File: src/rtl/pdirt_pkg.sv
// shared types, segment codes and timing constants for the pulse distance ir transmitter
// no dependencies

package pdirt_pkg;

    localparam int unsigned DataW  = 32;
    localparam int unsigned FrameW = 48;
    localparam int unsigned TickW  = 8;
    localparam int unsigned BitCntW = 6;
    localparam int unsigned PhaseW = 3;

    localparam logic [PhaseW-1:0] PH_IDLE      = 3'd0;
    localparam logic [PhaseW-1:0] PH_HDR_MARK  = 3'd1;
    localparam logic [PhaseW-1:0] PH_HDR_SPACE = 3'd2;
    localparam logic [PhaseW-1:0] PH_BIT_MARK  = 3'd3;
    localparam logic [PhaseW-1:0] PH_BIT_SPACE = 3'd4;
    localparam logic [PhaseW-1:0] PH_STOP_MARK = 3'd5;
    localparam logic [PhaseW-1:0] PH_GAP_SPACE = 3'd6;
    localparam logic [PhaseW-1:0] PH_UNUSED    = 3'd7;

    localparam logic REQ_TICK  = 1'b0;
    localparam logic REQ_START = 1'b1;

    localparam logic MODE_NEC = 1'b0;
    localparam logic MODE_TRI = 1'b1;

    localparam logic [TickW-1:0] NEC_LEAD_MARK  = 8'd180;
    localparam logic [TickW-1:0] NEC_LEAD_SPACE = 8'd90;
    localparam logic [TickW-1:0] NEC_SPACE_ONE  = 8'd34;
    localparam logic [TickW-1:0] MED_HDR        = 8'd88;
    localparam logic [TickW-1:0] MED_ONE_SPACE  = 8'd32;
    localparam logic [TickW-1:0] MED_GAP_SPACE  = 8'd88;
    localparam logic [TickW-1:0] UNIT_TICKS     = 8'd11;

    localparam logic [BitCntW-1:0] NEC_BITS = 6'd32;
    localparam logic [BitCntW-1:0] MED_BITS = 6'd48;

    typedef struct packed {
        logic             req_type;
        logic             frame_mode;
        logic [DataW-1:0] frame_data;
    } in_t;

    typedef struct packed {
        logic carrier_on;
        logic busy_res;
        logic start_rejected;
    } out_t;

    typedef struct packed {
        logic busy;
        logic mark;
    } status_t;

endpackage

File: src/rtl/pulse_distance_ir_transmitter.sv
// top level of the tick-driven pulse distance ir transmitter
// depends on pdirt_pkg, pdirt_seq and pdirt_obuf

// Every beat (a start request or one 50 us tick) is processed when it is accepted: the sequencer updates
// its frame state at the accepting edge and the matching result enters a two-entry
// output queue at the same edge, so beats may arrive back to back. s_ready drops only
// while both queue entries hold results not yet taken. carrier_on reflects the level
// after the beat; an accepted start already shows the header mark. A start while busy
// is answered with start_rejected and does not count as a tick.

module pulse_distance_ir_transmitter (
    input  logic            aclk,
    input  logic            aresetn,
    input  logic            s_valid,
    output logic            s_ready,
    input  pdirt_pkg::in_t  s_data,
    output logic            m_valid,
    input  logic            m_ready,
    output pdirt_pkg::out_t m_data
);

    logic               push;
    pdirt_pkg::out_t    seq_result;
    pdirt_pkg::status_t status;

    assign push = s_valid && s_ready;

    pdirt_seq u_seq (
        .aclk   (aclk),
        .aresetn(aresetn),
        .step   (push),
        .item   (s_data),
        .result (seq_result),
        .status (status)
    );

    pdirt_obuf u_obuf (
        .aclk    (aclk),
        .aresetn (aresetn),
        .push    (push),
        .wr_data (seq_result),
        .not_full(s_ready),
        .m_valid (m_valid),
        .m_ready (m_ready),
        .m_data  (m_data)
    );

    a_start_idle_goes_busy: assert property (@(posedge aclk) disable iff (!aresetn)
        (push && s_data.req_type == pdirt_pkg::REQ_START && !status.busy)
            |=> (status.busy && status.mark))
        else $error("start while idle did not begin a frame");

    a_tick_idle_stays: assert property (@(posedge aclk) disable iff (!aresetn)
        (push && s_data.req_type == pdirt_pkg::REQ_TICK && !status.busy) |=> !status.busy)
        else $error("tick while idle left idle");

    a_busy_ends_on_tick: assert property (@(posedge aclk) disable iff (!aresetn)
        ($fell(status.busy) && $past(aresetn))
            |-> $past(push && s_data.req_type == pdirt_pkg::REQ_TICK))
        else $error("frame ended without a tick");

    a_frozen_without_beat: assert property (@(posedge aclk) disable iff (!aresetn)
        (!push && $past(aresetn) && aresetn) |=> $stable(status))
        else $error("sequencer state moved without an accepted beat");

endmodule

File: src/rtl/pdirt_seq.sv
// segment sequencer: frame state registers and the per-beat next-state logic
// depends on pdirt_pkg

module pdirt_seq (
    input  logic             aclk,
    input  logic             aresetn,
    input  logic             step,
    input  pdirt_pkg::in_t   item,
    output pdirt_pkg::out_t  result,
    output pdirt_pkg::status_t status
);

    logic [pdirt_pkg::FrameW-1:0]  shift_reg, shift_next;
    logic [pdirt_pkg::FrameW-1:0]  saved_reg, saved_next;
    logic [pdirt_pkg::PhaseW-1:0]  phase_reg, phase_next;
    logic [pdirt_pkg::BitCntW-1:0] bits_reg, bits_next;
    logic [pdirt_pkg::TickW-1:0]   ticks_reg, ticks_next;
    logic                          mode_reg, mode_next;
    logic                          rep_reg, rep_next;

    logic [pdirt_pkg::PhaseW-1:0]  ph_c;
    logic [pdirt_pkg::BitCntW-1:0] bits_c, bits_dec;
    logic [pdirt_pkg::TickW-1:0]   ticks_c;
    logic                          rep_c;
    logic                          busy_c;
    logic                          rejected;
    logic [7:0]                    byte_b, byte_h, byte_l;
    logic [pdirt_pkg::FrameW-1:0]  tri_frame;

    assign byte_b    = item.frame_data[23:16];
    assign byte_h    = item.frame_data[15:8];
    assign byte_l    = item.frame_data[7:0];
    assign tri_frame = {byte_b, ~byte_b, byte_h, ~byte_h, byte_l, ~byte_l};
    assign bits_dec  = bits_c - 1'b1;

    always_comb begin
        // an unused phase code drops back to idle first
        if (phase_reg == pdirt_pkg::PH_UNUSED) begin
            ph_c    = pdirt_pkg::PH_IDLE;
            ticks_c = '0;
            bits_c  = '0;
            rep_c   = 1'b0;
        end else begin
            ph_c    = phase_reg;
            ticks_c = ticks_reg;
            bits_c  = bits_reg;
            rep_c   = rep_reg;
        end
        busy_c = (ph_c != pdirt_pkg::PH_IDLE);

        shift_next = shift_reg;
        saved_next = saved_reg;
        phase_next = ph_c;
        bits_next  = bits_c;
        ticks_next = ticks_c;
        mode_next  = mode_reg;
        rep_next   = rep_c;
        rejected   = 1'b0;

        if (item.req_type == pdirt_pkg::REQ_START) begin
            if (busy_c) begin
                rejected = 1'b1;
            end else begin
                mode_next  = item.frame_mode;
                rep_next   = 1'b0;
                bits_next  = '0;
                phase_next = pdirt_pkg::PH_HDR_MARK;
                if (item.frame_mode == pdirt_pkg::MODE_TRI) begin
                    saved_next = tri_frame;
                    shift_next = tri_frame;
                    ticks_next = pdirt_pkg::MED_HDR;
                end else begin
                    shift_next = {item.frame_data, 16'h0000};
                    ticks_next = pdirt_pkg::NEC_LEAD_MARK;
                end
            end
        end else if (busy_c) begin
            if (ticks_c > 8'd1) begin
                ticks_next = ticks_c - 1'b1;
            end else begin
                unique case (ph_c)
                    pdirt_pkg::PH_HDR_MARK: begin
                        phase_next = pdirt_pkg::PH_HDR_SPACE;
                        ticks_next = mode_reg ? pdirt_pkg::MED_HDR : pdirt_pkg::NEC_LEAD_SPACE;
                    end
                    pdirt_pkg::PH_HDR_SPACE: begin
                        bits_next  = mode_reg ? pdirt_pkg::MED_BITS : pdirt_pkg::NEC_BITS;
                        phase_next = pdirt_pkg::PH_BIT_MARK;
                        ticks_next = pdirt_pkg::UNIT_TICKS;
                    end
                    pdirt_pkg::PH_BIT_MARK: begin
                        phase_next = pdirt_pkg::PH_BIT_SPACE;
                        if (shift_reg[pdirt_pkg::FrameW-1]) begin
                            ticks_next = mode_reg ? pdirt_pkg::MED_ONE_SPACE
                                                  : pdirt_pkg::NEC_SPACE_ONE;
                        end else begin
                            ticks_next = pdirt_pkg::UNIT_TICKS;
                        end
                    end
                    pdirt_pkg::PH_BIT_SPACE: begin
                        shift_next = {shift_reg[pdirt_pkg::FrameW-2:0], 1'b0};
                        bits_next  = bits_dec;
                        ticks_next = pdirt_pkg::UNIT_TICKS;
                        phase_next = (bits_dec == '0) ? pdirt_pkg::PH_STOP_MARK
                                                      : pdirt_pkg::PH_BIT_MARK;
                    end
                    pdirt_pkg::PH_STOP_MARK: begin
                        if (mode_reg && !rep_c) begin
                            phase_next = pdirt_pkg::PH_GAP_SPACE;
                            ticks_next = pdirt_pkg::MED_GAP_SPACE;
                        end else begin
                            phase_next = pdirt_pkg::PH_IDLE;
                            ticks_next = '0;
                            bits_next  = '0;
                            rep_next   = 1'b0;
                        end
                    end
                    pdirt_pkg::PH_GAP_SPACE: begin
                        rep_next   = 1'b1;
                        shift_next = saved_reg;
                        phase_next = pdirt_pkg::PH_HDR_MARK;
                        ticks_next = pdirt_pkg::MED_HDR;
                    end
                    default: begin
                        phase_next = pdirt_pkg::PH_IDLE;
                        ticks_next = '0;
                        bits_next  = '0;
                        rep_next   = 1'b0;
                    end
                endcase
            end
        end
    end

    always_comb begin
        result.carrier_on     = (phase_next == pdirt_pkg::PH_HDR_MARK)
                             || (phase_next == pdirt_pkg::PH_BIT_MARK)
                             || (phase_next == pdirt_pkg::PH_STOP_MARK);
        result.busy_res       = (phase_next != pdirt_pkg::PH_IDLE)
                             && (phase_next != pdirt_pkg::PH_UNUSED);
        result.start_rejected = rejected;
    end

    always_comb begin
        status.busy = (phase_reg != pdirt_pkg::PH_IDLE) && (phase_reg != pdirt_pkg::PH_UNUSED);
        status.mark = (phase_reg == pdirt_pkg::PH_HDR_MARK)
                   || (phase_reg == pdirt_pkg::PH_BIT_MARK)
                   || (phase_reg == pdirt_pkg::PH_STOP_MARK);
    end

    always_ff @(posedge aclk) begin
        if (!aresetn) begin
            shift_reg <= '0;
            saved_reg <= '0;
            phase_reg <= pdirt_pkg::PH_IDLE;
            bits_reg  <= '0;
            ticks_reg <= '0;
            mode_reg  <= 1'b0;
            rep_reg   <= 1'b0;
        end else if (step) begin
            shift_reg <= shift_next;
            saved_reg <= saved_next;
            phase_reg <= phase_next;
            bits_reg  <= bits_next;
            ticks_reg <= ticks_next;
            mode_reg  <= mode_next;
            rep_reg   <= rep_next;
        end
    end

endmodule

File: src/rtl/pdirt_obuf.sv
// two-entry result queue between the sequencer and the result channel
// depends on pdirt_pkg

module pdirt_obuf (
    input  logic            aclk,
    input  logic            aresetn,
    input  logic            push,
    input  pdirt_pkg::out_t wr_data,
    output logic            not_full,
    output logic            m_valid,
    input  logic            m_ready,
    output pdirt_pkg::out_t m_data
);

    pdirt_pkg::out_t mem [2];
    logic            wr_ptr_reg, wr_ptr_next;
    logic            rd_ptr_reg, rd_ptr_next;
    logic [1:0]      cnt_reg, cnt_next;
    logic            pop;

    assign pop      = m_valid && m_ready;
    assign m_valid  = (cnt_reg != 2'd0);
    assign not_full = (cnt_reg != 2'd2);
    assign m_data   = mem[rd_ptr_reg];

    always_comb begin
        wr_ptr_next = push ? ~wr_ptr_reg : wr_ptr_reg;
        rd_ptr_next = pop ? ~rd_ptr_reg : rd_ptr_reg;
        cnt_next    = cnt_reg + {1'b0, push} - {1'b0, pop};
    end

    always_ff @(posedge aclk) begin
        if (push) begin
            mem[wr_ptr_reg] <= wr_data;
        end
    end

    always_ff @(posedge aclk) begin
        if (!aresetn) begin
            wr_ptr_reg <= 1'b0;
            rd_ptr_reg <= 1'b0;
            cnt_reg    <= 2'd0;
        end else begin
            wr_ptr_reg <= wr_ptr_next;
            rd_ptr_reg <= rd_ptr_next;
            cnt_reg    <= cnt_next;
        end
    end

endmodule

File: config.mk
export PLATFORM = sky130hd
export DESIGN_NAME = pulse_distance_ir_transmitter
export DESIGN_NICKNAME = d
export VERILOG_FILES = /design/src/rtl/pdirt_pkg.sv /design/src/rtl/pulse_distance_ir_transmitter.sv /design/src/rtl/pdirt_seq.sv /design/src/rtl/pdirt_obuf.sv
export SDC_FILE = /design/constraint.sdc
export NUM_CORES = 1
export LEC_CHECK = 0
export BUFFER_PORTS_ARGS = -buffer_cell sky130_fd_sc_hd__buf_4
export CORE_UTILIZATION = 60
export DETAILED_ROUTE_END_ITERATION = 10
export GPL_ROUTABILITY_DRIVEN = 0
export HOLD_SLACK_MARGIN = 0.15
export MAX_ROUTING_LAYER = met4
export PLACE_DENSITY = 0.79
export REMOVE_ABC_BUFFERS = 1
export SLEW_MARGIN = 40
export SYNTH_ARGS = -nofsm -noshare
export SYNTH_HDL_FRONTEND = slang
export SYNTH_SLANG_ARGS = --single-unit
File: constraint.sdc
create_clock -name aclk -period 3.5 [get_ports aclk]
set_clock_uncertainty 0.05 [all_clocks]
set_input_delay 0 -clock aclk [delete_from_list [all_inputs] [get_ports aclk]]
set_output_delay 0 -clock aclk [all_outputs]
set_load 0.02 [all_outputs]
==> Word level (Yosys, flattened, before mapping) <==
Memory sizes are Yosys's and may differ from the RTL's. A register that Yosys moved wholly into a read port is not among the register bits.
Index checks and enable logic that the tools add are counted.
W data, S select, Z words.
{ "word_totals": {"reg_bits": 119, "mem_bits_rw": 6, "input_bits": 38, "out_inout_bits": 5, "elab_cells": 101, "mem_count": 1} }
{ "classes": {"n_addsub": 4, "n_lt_le_gt_ge": 1, "n_eq_ne": 14, "mux": 46, "bitwise_logic": 6, "reduce_logical": 19} }
{ "memory_table": {"columns": ["memory", "words", "word_bits", "rd", "rd_clocked_by_memory_dff", "write_ports", "line_no", "text"], "rows": [
  ["u_obuf.mem", 2, 3, 1, 1, 1, "pdirt_obuf.sv:15", "pdirt_pkg::out_t mem [2];"]
]} }
{ "ops": {"columns": ["cell", "count"], "rows": [
  ["$mux W48", 5],
  ["$pmux W48 S2", 1],
  ["$mux W8", 7],
  ["$pmux W8 S5", 1],
  ["$mux W6", 6],
  ["$not A8 Y8", 3],
  ["$pmux W6 S4", 1],
  ["$mux W3", 7],
  ["$pmux W3 S6", 1],
  ["$eq A3 B3 Y1 const B", 5],
  ["$mux W1", 12],
  ["$eq A3 B2 Y1 const B", 3],
  ["$reduce_bool A3 Y1", 3],
  ["$gt A8 B1 Y1 const B", 1],
  ["$sub A8 B1 Y8 const B", 1],
  ["$mux W7", 1],
  ["$eq A3 B1 Y1 const B", 2],
  ["$logic_not A6 Y1", 1],
  ["$ne A2 B2 Y1 const B", 3],
  ["$sub A6 B1 Y6 const B", 1],
  ["$mux W5", 1],
  ["$reduce_and A5 Y1", 1],
  ["$logic_and A1 B1 Y1", 4],
  ["$mux W2", 2],
  ["13 further kinds", 17]
]} }

==> Longest topological paths before layout <==
Gate-level depths: netlist of the first run.
{ "depth": {"word_depth": 12, "mapped_depth": 13, "mapped_depth_nobuf": 9} }

==> Cells and area by module <==
Synthesis of the first run repeated with hierarchy kept, for this count alone.
{ "hier_totals": {"cells_unflattened": 858, "area_unflattened_um2": 6915.4} }
{ "by_module_without_submodules": {"columns": ["mod", "n_inst", "cells_per_inst", "area_per_inst_um2", "seq_area_each_um2"], "rows": [
  ["pdirt_seq", 1, 825, 6449.9, 2302.2],
  ["pdirt_obuf", 1, 32, 459.2, 280.3],
  ["pulse_distance_ir_transmitter", 1, 1, 6.3, 0.0]
]} }

==> Least setup slack after synthesis of the first run <==
No wires, ideal clock.
{ "synth_timing": {"path_kind": "register to register", "from": "register u_seq.phase_reg[0] (netlist bit)", "to": "register u_seq.phase_reg[0] (netlist bit)", "setup_ns": 0.116, "t_arrival_ns": 2.672, "required_time_ns": 3.334, "slack_ns": 0.662, "path_stages_with_launch": 12, "path_buffers": 2, "period_less_slack_ns": 2.838, "path_cell_list": "dfxtp_1 clkbuf_1 nand3_1 clkbuf_1 nand2_1 inv_1 ha_1 nor2_1 or3_4 nor4_1 or3_1 o211a_1"} }
{ "synth_between": {"elab_chain_cells": 7, "word_cells_on_any_way": 16, "cone_classes": "1 x order compare; 7 x eq/ne; 7 x mux; 1 x reduce/logical"} }
{ "synth_rtl": {"columns": ["item", "line_no", "text"], "rows": [
  ["start: declaration", "pdirt_seq.sv:15", "logic [pdirt_pkg::PhaseW-1:0] phase_reg, phase_next;"],
  ["start signal: assignment", "pdirt_seq.sv:155", "phase_reg <= pdirt_pkg::PH_IDLE;"],
  ["start signal: assignment", "pdirt_seq.sv:163", "phase_reg <= phase_next;"],
  ["parallel branches: the longest is 6 deep, another holds $gt A8 B1 Y1", null, null],
  ["$mux W3 (*)", "pdirt_seq.sv:60", "if (item.req_type == pdirt_pkg::REQ_START) begin"]
]} }
Mark *: on every way between the ends.
A chain may end at the register's enable or synchronous reset.

==> Final worst setup path of the first run <==
{ "layout_timing": {"from": "register u_seq.phase_reg[1] (netlist bit)", "to": "register u_seq.saved_reg[6] (netlist bit)"} }
{ "layout_between": {"elab_chain_cells": 5} }
{ "layout_rtl": {"columns": ["item", "line_no", "text"], "rows": [
  ["$eq A3 B3 Y1", "pdirt_seq.sv:38", "if (phase_reg == pdirt_pkg::PH_UNUSED) begin"],
  ["$mux W3 (*)", "pdirt_seq.sv:38", null],
  ["$reduce_bool A3 Y1 (*)", "pdirt_seq.sv:49", "busy_c = (ph_c != pdirt_pkg::PH_IDLE);"],
  ["$not A1 Y1 (no source line) (*)", null, null],
  ["$reduce_and A4 Y1 (no source line) (*)", null, null],
  ["end signal: assignment", "pdirt_seq.sv:162", "saved_reg <= saved_next;"],
  ["end: declaration", "pdirt_seq.sv:14", "logic [pdirt_pkg::FrameW-1:0] saved_reg, saved_next;"]
]} }
Mark *: on every way between the ends. The rest lies on a longest branch, timed or not.

==> results.yml, run 1 <==
die:
  die-area_sq_um: 11500
  die_x_um: 107
  start_util_pct: 61.4
  core_sq_um: 10800
  die_h_um: 107
  rows: 38
  io_pins: 43
sta:
  worst_slew_pin_slew_ns: 0.852
  drv_slew: 0
  fmax_mhz: 308
  setup_viol: 0
  max_slew_margin_pct: 42.9
  fin_crit_sh_pct: 92.7
  hold_viol: 0
  finalCriticalPeriod_ns: 3.24
  rsz0062_at_grt: "false"
  fin_setup_tns_ns: 0
placed_design:
  dp.cells: 953
  port_buffers: 42
  hpwl_mm: 9.91
  postPlaceCellArea_sq_um: 6950
clocking:
  numCtsBuffers: 17
  clkLatencyLatePin_ns: 0.53
  clk_path_buf_depth: 2
  cts_max_level: 4
  path_clk_slew_ns: 0.06
  cts_sinks: 126
  tritoncts: "done"
  postCtsSetupBuffers: 0
  cts-root-buf: "clkbuf_8"
layout:
  final_cells: 1042
  regArea_sq_um: 2580
  multi_input_area_sq_um: 3720
  final_layout_size_suffix_gt1_share_pct: 14.5
  final_nets: 934
  syn_to_final_growth_pct: 22.0
  antenna_cells: 0
  final_area_sq_um: 8110
  nFillCells: 761
synth:
  synth_flop_cell: "dfxtp_1"
  avgSynthCellArea_sq_um: 8.02
  synthDistinctLibCells: 73
  netlist_instances: 829
  ys_seq_area_share_pct: 38.8
  ys_ff_latch: 126
  syn_area_sq_um: 6650
  synthArstFlopShare_pct: 0
  ys_warn_count: 0
  synth_edf_count: 6
pwr:
  power.density_nw_per_um2: 558
  p_leak_nw: 2.98
  ir_drop_v: 0.000503
global_routing:
  grtUsageTotal_pct: 33.1
  grt_pass1_vias: 6117
  grt_pass1_wl_mm: 29.2
  antenna_found_initial: 0
  grt_max_degree: 65
  grt_overflow_total: 0
routing:
  post_drt_wl_per_cell_um: 16.9
  ant_nets: 0
  routed_wl_mm: 17.6
  drt_pass1_iterations: 8
  dr.first_iter.drc_count: 452
  drc: 0
  vias_per_cell: 6.15
  num_vias: 6409
worst_setup_path:
  cp_max_fo: 64
  worstPathRequired_ns: 3.92
  end_kind: "register"
  critPathKind: "reg -> reg"
  crit_arrival_ns: 3.66
  start_kind: "register"
run:
  maxCapViolCount: 0
outcome:
  status: "complete, no violations"
hold_path:
  hold_path.class: "in -> reg"
-- layout by cell type, fill, tap and decap left out, drive strengths merged, types with 3 or more instances in the layout --
| cell type | n |
|---|---|
| a21oi | 108 |
| a31oi | 8 |
| and2 | 6 |
| and3 | 6 |
| buf | 55 |
| bufinv | 3 |
| clkbuf | 22 |
| clkinv | 7 |
| dfxtp | 120 |
| dlygate4sd3 | 57 |
| edfxtp | 6 |
| ha | 7 |
| inv | 9 |
| mux2 | 27 |
| mux2i | 32 |
| nand2 | 172 |
| nand2b | 7 |
| nand3 | 18 |
| nand4 | 6 |
| nor2 | 28 |
| nor3 | 7 |
| nor4 | 5 |
| o2111ai | 4 |
| o211ai | 35 |
| o21ai | 71 |
| o221ai | 3 |
| o22ai | 6 |
| or2 | 3 |
| or3 | 7 |
| or4 | 3 |
| xnor2 | 4 |
| xor2 | 10 |
-- where the power goes --
part	switching, mW	internal [mW]	total [mW]
clock network	0.640	1.12	1.76
logic	0.656	0.434	1.09
registers	0.0893	1.58	1.67
total	1.39	3.14	4.52
-- logic make-up (layout without fill, tap and decap cells) --
logic type,after synthesis,after routing,share of synthesized area [%]
flops,126,126,38.8
buf+inv,82,155,5.42
simple gates,274,274,18.8
xor+xnor,14,14,1.84
compound gates,266,266,24.3
mux,59,59,9.39
fa+ha+maj,8,8,1.47
-- Yosys cell counts (7+ instances only) --
cell,number,area [sq um]
o21ai_0,68,340
xor2_1,10,87.6
a31oi_1,8,50.1
mux2_2,27,304
ha_1,7,87.6
nand3_1,18,90.1
inv_1,9,33.8
nand2_1,172,646
nand2b_1,7,43.8
dfxtp_1,120,2400
clkbuf_1,56,210
a21oi_1,108,541
o211ai_1,35,263
mux2i_1,32,320
nor2_1,28,105
-- final timing paths --
| kind | cells past startpoint | start | slack, ns | endpoint |
|---|---|---|---|---|
| worst max-delay path | 8 | u_seq.phase_reg[1] | 0.26 | u_seq.saved_reg[6] |
| worst min-delay path | 4 | s_data[22] | 0.25 | u_seq.saved_reg[46] |
| worst max register to register | 8 | u_seq.phase_reg[1] | 0.26 | u_seq.saved_reg[6] |
| worst min register to register | 2 | u_seq.saved_reg[41] | 0.40 | u_seq.saved_reg[41] |
-- layout make-up --
type | instances | share of cell area [%]
clock buffer | 22 | 5.58
clock inverter | 10 | 1.70
inverter | 11 | 0.540
multi-input combinational | 621 | 45.9
sequential | 126 | 31.8
tap | 140 | 2.16
timing repair buffer | 112 | 12.3
-- critical path, stage by stage (launching register included) --
cell	delay, ns
dfxtp_1	0.34
buf_4	0.29
and3_1	0.57
o21ai_1	0.33
nor3_4	0.21
buf_6	0.42
o21ai_0	0.18
a21oi_1	0.19
dlygate4sd3_1	0.58
-- per-stage QoR --
stage	util [%]	hold slack [ns]	setup slack, ns	total power, mW
floorplan	-	0.0394	-0.745	2.36
global placement	64.1	0.154	0.591	2.66
detailed placement	64.1	0.157	0.505	2.70
CTS	74.8	0.238	0.294	4.51
global route	74.9	0.265	0.120	4.71
finish	74.9	0.252	0.256	4.52
-- routing by layer --
layer / track usage (%) / part of all wire [%] / wire length (um)
met1: 41.4 / 43 / 7640
met2: 53.6 / 48 / 8470
met3: 5.81 / 6.6 / 1160
met4: 12.4 / 1.8 / 315
met5: - / 0 / 0
-- timing repair --
action	4_1_cts	5_1_grt
resized for setup	0	1
hold buffers	57	0
setup endpoints to repair	0	5
hold endpoints to repair	125	0
No activity file was read; power rests on OpenSTA's default activity.
==> inputs of run 2 (changes only) <==
--- a/config.mk
+++ b/config.mk
@@ -11,9 +11,8 @@
 export GPL_ROUTABILITY_DRIVEN = 0
 export HOLD_SLACK_MARGIN = 0.15
 export MAX_ROUTING_LAYER = met4
-export PLACE_DENSITY = 0.79
+export PLACE_DENSITY = 0.77
 export REMOVE_ABC_BUFFERS = 1
-export SLEW_MARGIN = 40
 export SYNTH_ARGS = -nofsm -noshare
 export SYNTH_HDL_FRONTEND = slang
 export SYNTH_SLANG_ARGS = --single-unit
==> run 2 against run 1 <==
  * Largest cell class unchanged
  * Highest routed layer unchanged
  * Hold slack worse by 0.0031 ns
  * Sequential share of layout area down 0.054 points
  * Flip-flop and latch count is the same
  * Sequential power about the same
  * Critical path type unchanged
  * Critical endpoint is now u_seq.saved_reg[20]
==> results.yml, run 2 (synthesis results as in run 1) <==
global_routing:
  grt_pass1_vias: 6365
  antenna_found_initial: 0
  grt_max_degree: 65
  grtUsageTotal_pct: 34.5
  grt_pass1_wl_mm: 30.5
  grt_overflow_total: 0
outcome:
  status: "complete, no violations"
clocking:
  cts-root-buf: "clkbuf_8"
  cts_max_level: 4
  numCtsBuffers: 17
  tritoncts: "done"
  clkLatencyLatePin_ns: 0.53
  clk_path_buf_depth: 2
  path_clk_slew_ns: 0.06
  cts_sinks: 126
sta:
  setup_slack_ns: 0.208
  hold_viol: 0
  worst_slew_pin_slew_ns: 0.913
  setup_viol: 0
  max_slew_margin_pct: 39.0
  fin_crit_sh_pct: 94.1
  finalCriticalPeriod_ns: 3.29
  drv_slew: 0
  rsz0062_at_grt: "false"
  fmax_mhz: 304
  fin_setup_tns_ns: 0
hold_path:
  min_to: "u_seq.saved_reg[26]"
  min_path_cells: 4
  hold_path.class: "in -> reg"
  hold_start: "s_data[10]"
pwr:
  pwr-share-clk_pct: 38.3
  swShare_pct: 31.3
  internal_power_mw: 3.09
  ir_drop_v: 0.000371
  seqPwrFrac_pct: 37.2
  combPwrFrac_pct: 24.5
  p_leak_nw: 2.99
  power.switching_mw: 1.41
  power_mw: 4.50
  power.density_nw_per_um2: 554
worst_setup_path:
  worstPathRequired_ns: 3.92
  r2r_end: "u_seq.saved_reg[20]"
  end_kind: "register"
  r2r_cells: 8
  cp_max_fo: 64
  critPathKind: "reg -> reg"
  crit_arrival_ns: 3.71
  start_kind: "register"
  rrSetupSlack_ns: 0.21
  r2r_start: "u_seq.phase_reg[1]"
placed_design:
  dp.cells: 954
  port_buffers: 42
  pre_cts_slack_ns: 0.582
  hpwl_mm: 10.2
routing:
  vias_per_cell: 6.33
  dr.first_iter.drc_count: 548
  post_drt_wl_per_cell_um: 17.4
  drt_pass1_iterations: 6
  routed_wl_mm: 18.2
  ant_nets: 0
  drc: 0
  num_vias: 6618
die:
  io_pins: 43
  die_h_um: 107
  rows: 38
  die-area_sq_um: 11500
  start_util_pct: 61.4
  core_sq_um: 10800
  die_x_um: 107
layout:
  final_cells: 1046
  syn_to_final_growth_pct: 22.2
  fin_util_pct: 75.0
  multi_input_area_sq_um: 3720
  layout_commonest_cell: "nand2_1"
  regArea_sq_um: 2580
  final_layout_size_suffix_gt1_share_pct: 14.3
  final_nets: 938
  nFillCells: 785
  antenna_cells: 0
  final_cell_mix: "nand2_1, dfxtp_1, a21oi_1"
run:
  maxCapViolCount: 0
[run 2: worst max path at each step]
| stage | from | to | slack (ns) | depth (start not counted) |
|---|---|---|---|---|
| after global placement | u_seq.phase_reg[1] | u_seq.shift_reg[21] | 0.69 | 7 |
| after floorplan | u_seq.phase_reg[1] | u_seq.shift_reg[10] | -0.74 | 9 |
| after CTS | u_seq.phase_reg[1] | u_seq.saved_reg[21] | 0.23 | 8 |
| after global routing | u_seq.phase_reg[1] | u_seq.saved_reg[36] | 0.09 | 8 |
| final | u_seq.phase_reg[1] | u_seq.saved_reg[20] | 0.21 | 8 |
| after detailed placement | u_seq.phase_reg[1] | u_seq.shift_reg[42] | 0.58 | 10 |
[run 2: critical path, stage by stage, from the launching register on]
cell           delay (ns)
dfxtp_1              0.33
buf_4                0.29
and3_1               0.59
o21ai_1              0.38
nor3_4               0.22
buf_6                0.42
o21ai_0              0.16
a21oi_1              0.17
dlygate4sd3_1        0.58
[run 2: cell type report]
type / instances / area share [%]
tap: 140 / 2.16
multi-input combinational: 621 / 45.8
sequential: 126 / 31.8
timing repair buffer: 116 / 12.8
clock buffer: 19 / 5.19
inverter: 11 / 0.508
clock inverter: 13 / 1.82
[run 2: stage by stage]
stage	cell area, sq um	hold WS, ns
floorplan	6330	0.0394
CTS	8120	0.224
detailed placement	6950	0.162
finish	8130	0.249
global route	8130	0.246
global placement	6950	0.155
[run 2: power by group through the flow]
stage / clock [mW] / sequential [mW] / combinational (mW)
6_report: 1.73 / 1.67 / 1.10
5_1_grt: 1.80 / 1.69 / 1.19
4_1_cts: 1.73 / 1.67 / 1.07
3_5_place_dp: 0 / 1.70 / 1.00
3_3_place_gp: 0 / 1.69 / 0.969
2_1_floorplan: 0 / 1.69 / 0.669
[run 2: per-layer routing]
metal / global-route usage [%] / part of all wire (%) / vias to the layer above
li1: - / - / 3087
met1: 41.2 / 41 / 3145
met2: 55.7 / 49 / 320
met3: 6.17 / 6.9 / 66
met4: 17.8 / 3.2 / 0
met5: - / 0 / -
[run 2: repair_timing]
action / 4_1_cts / 5_1_grt
setup buffers: 0 / 0
gates resized for setup: 0 / 1
hold endpoints to repair: 125 / 0
hold buffers: 60 / 0
setup endpoints to repair: 0 / 9
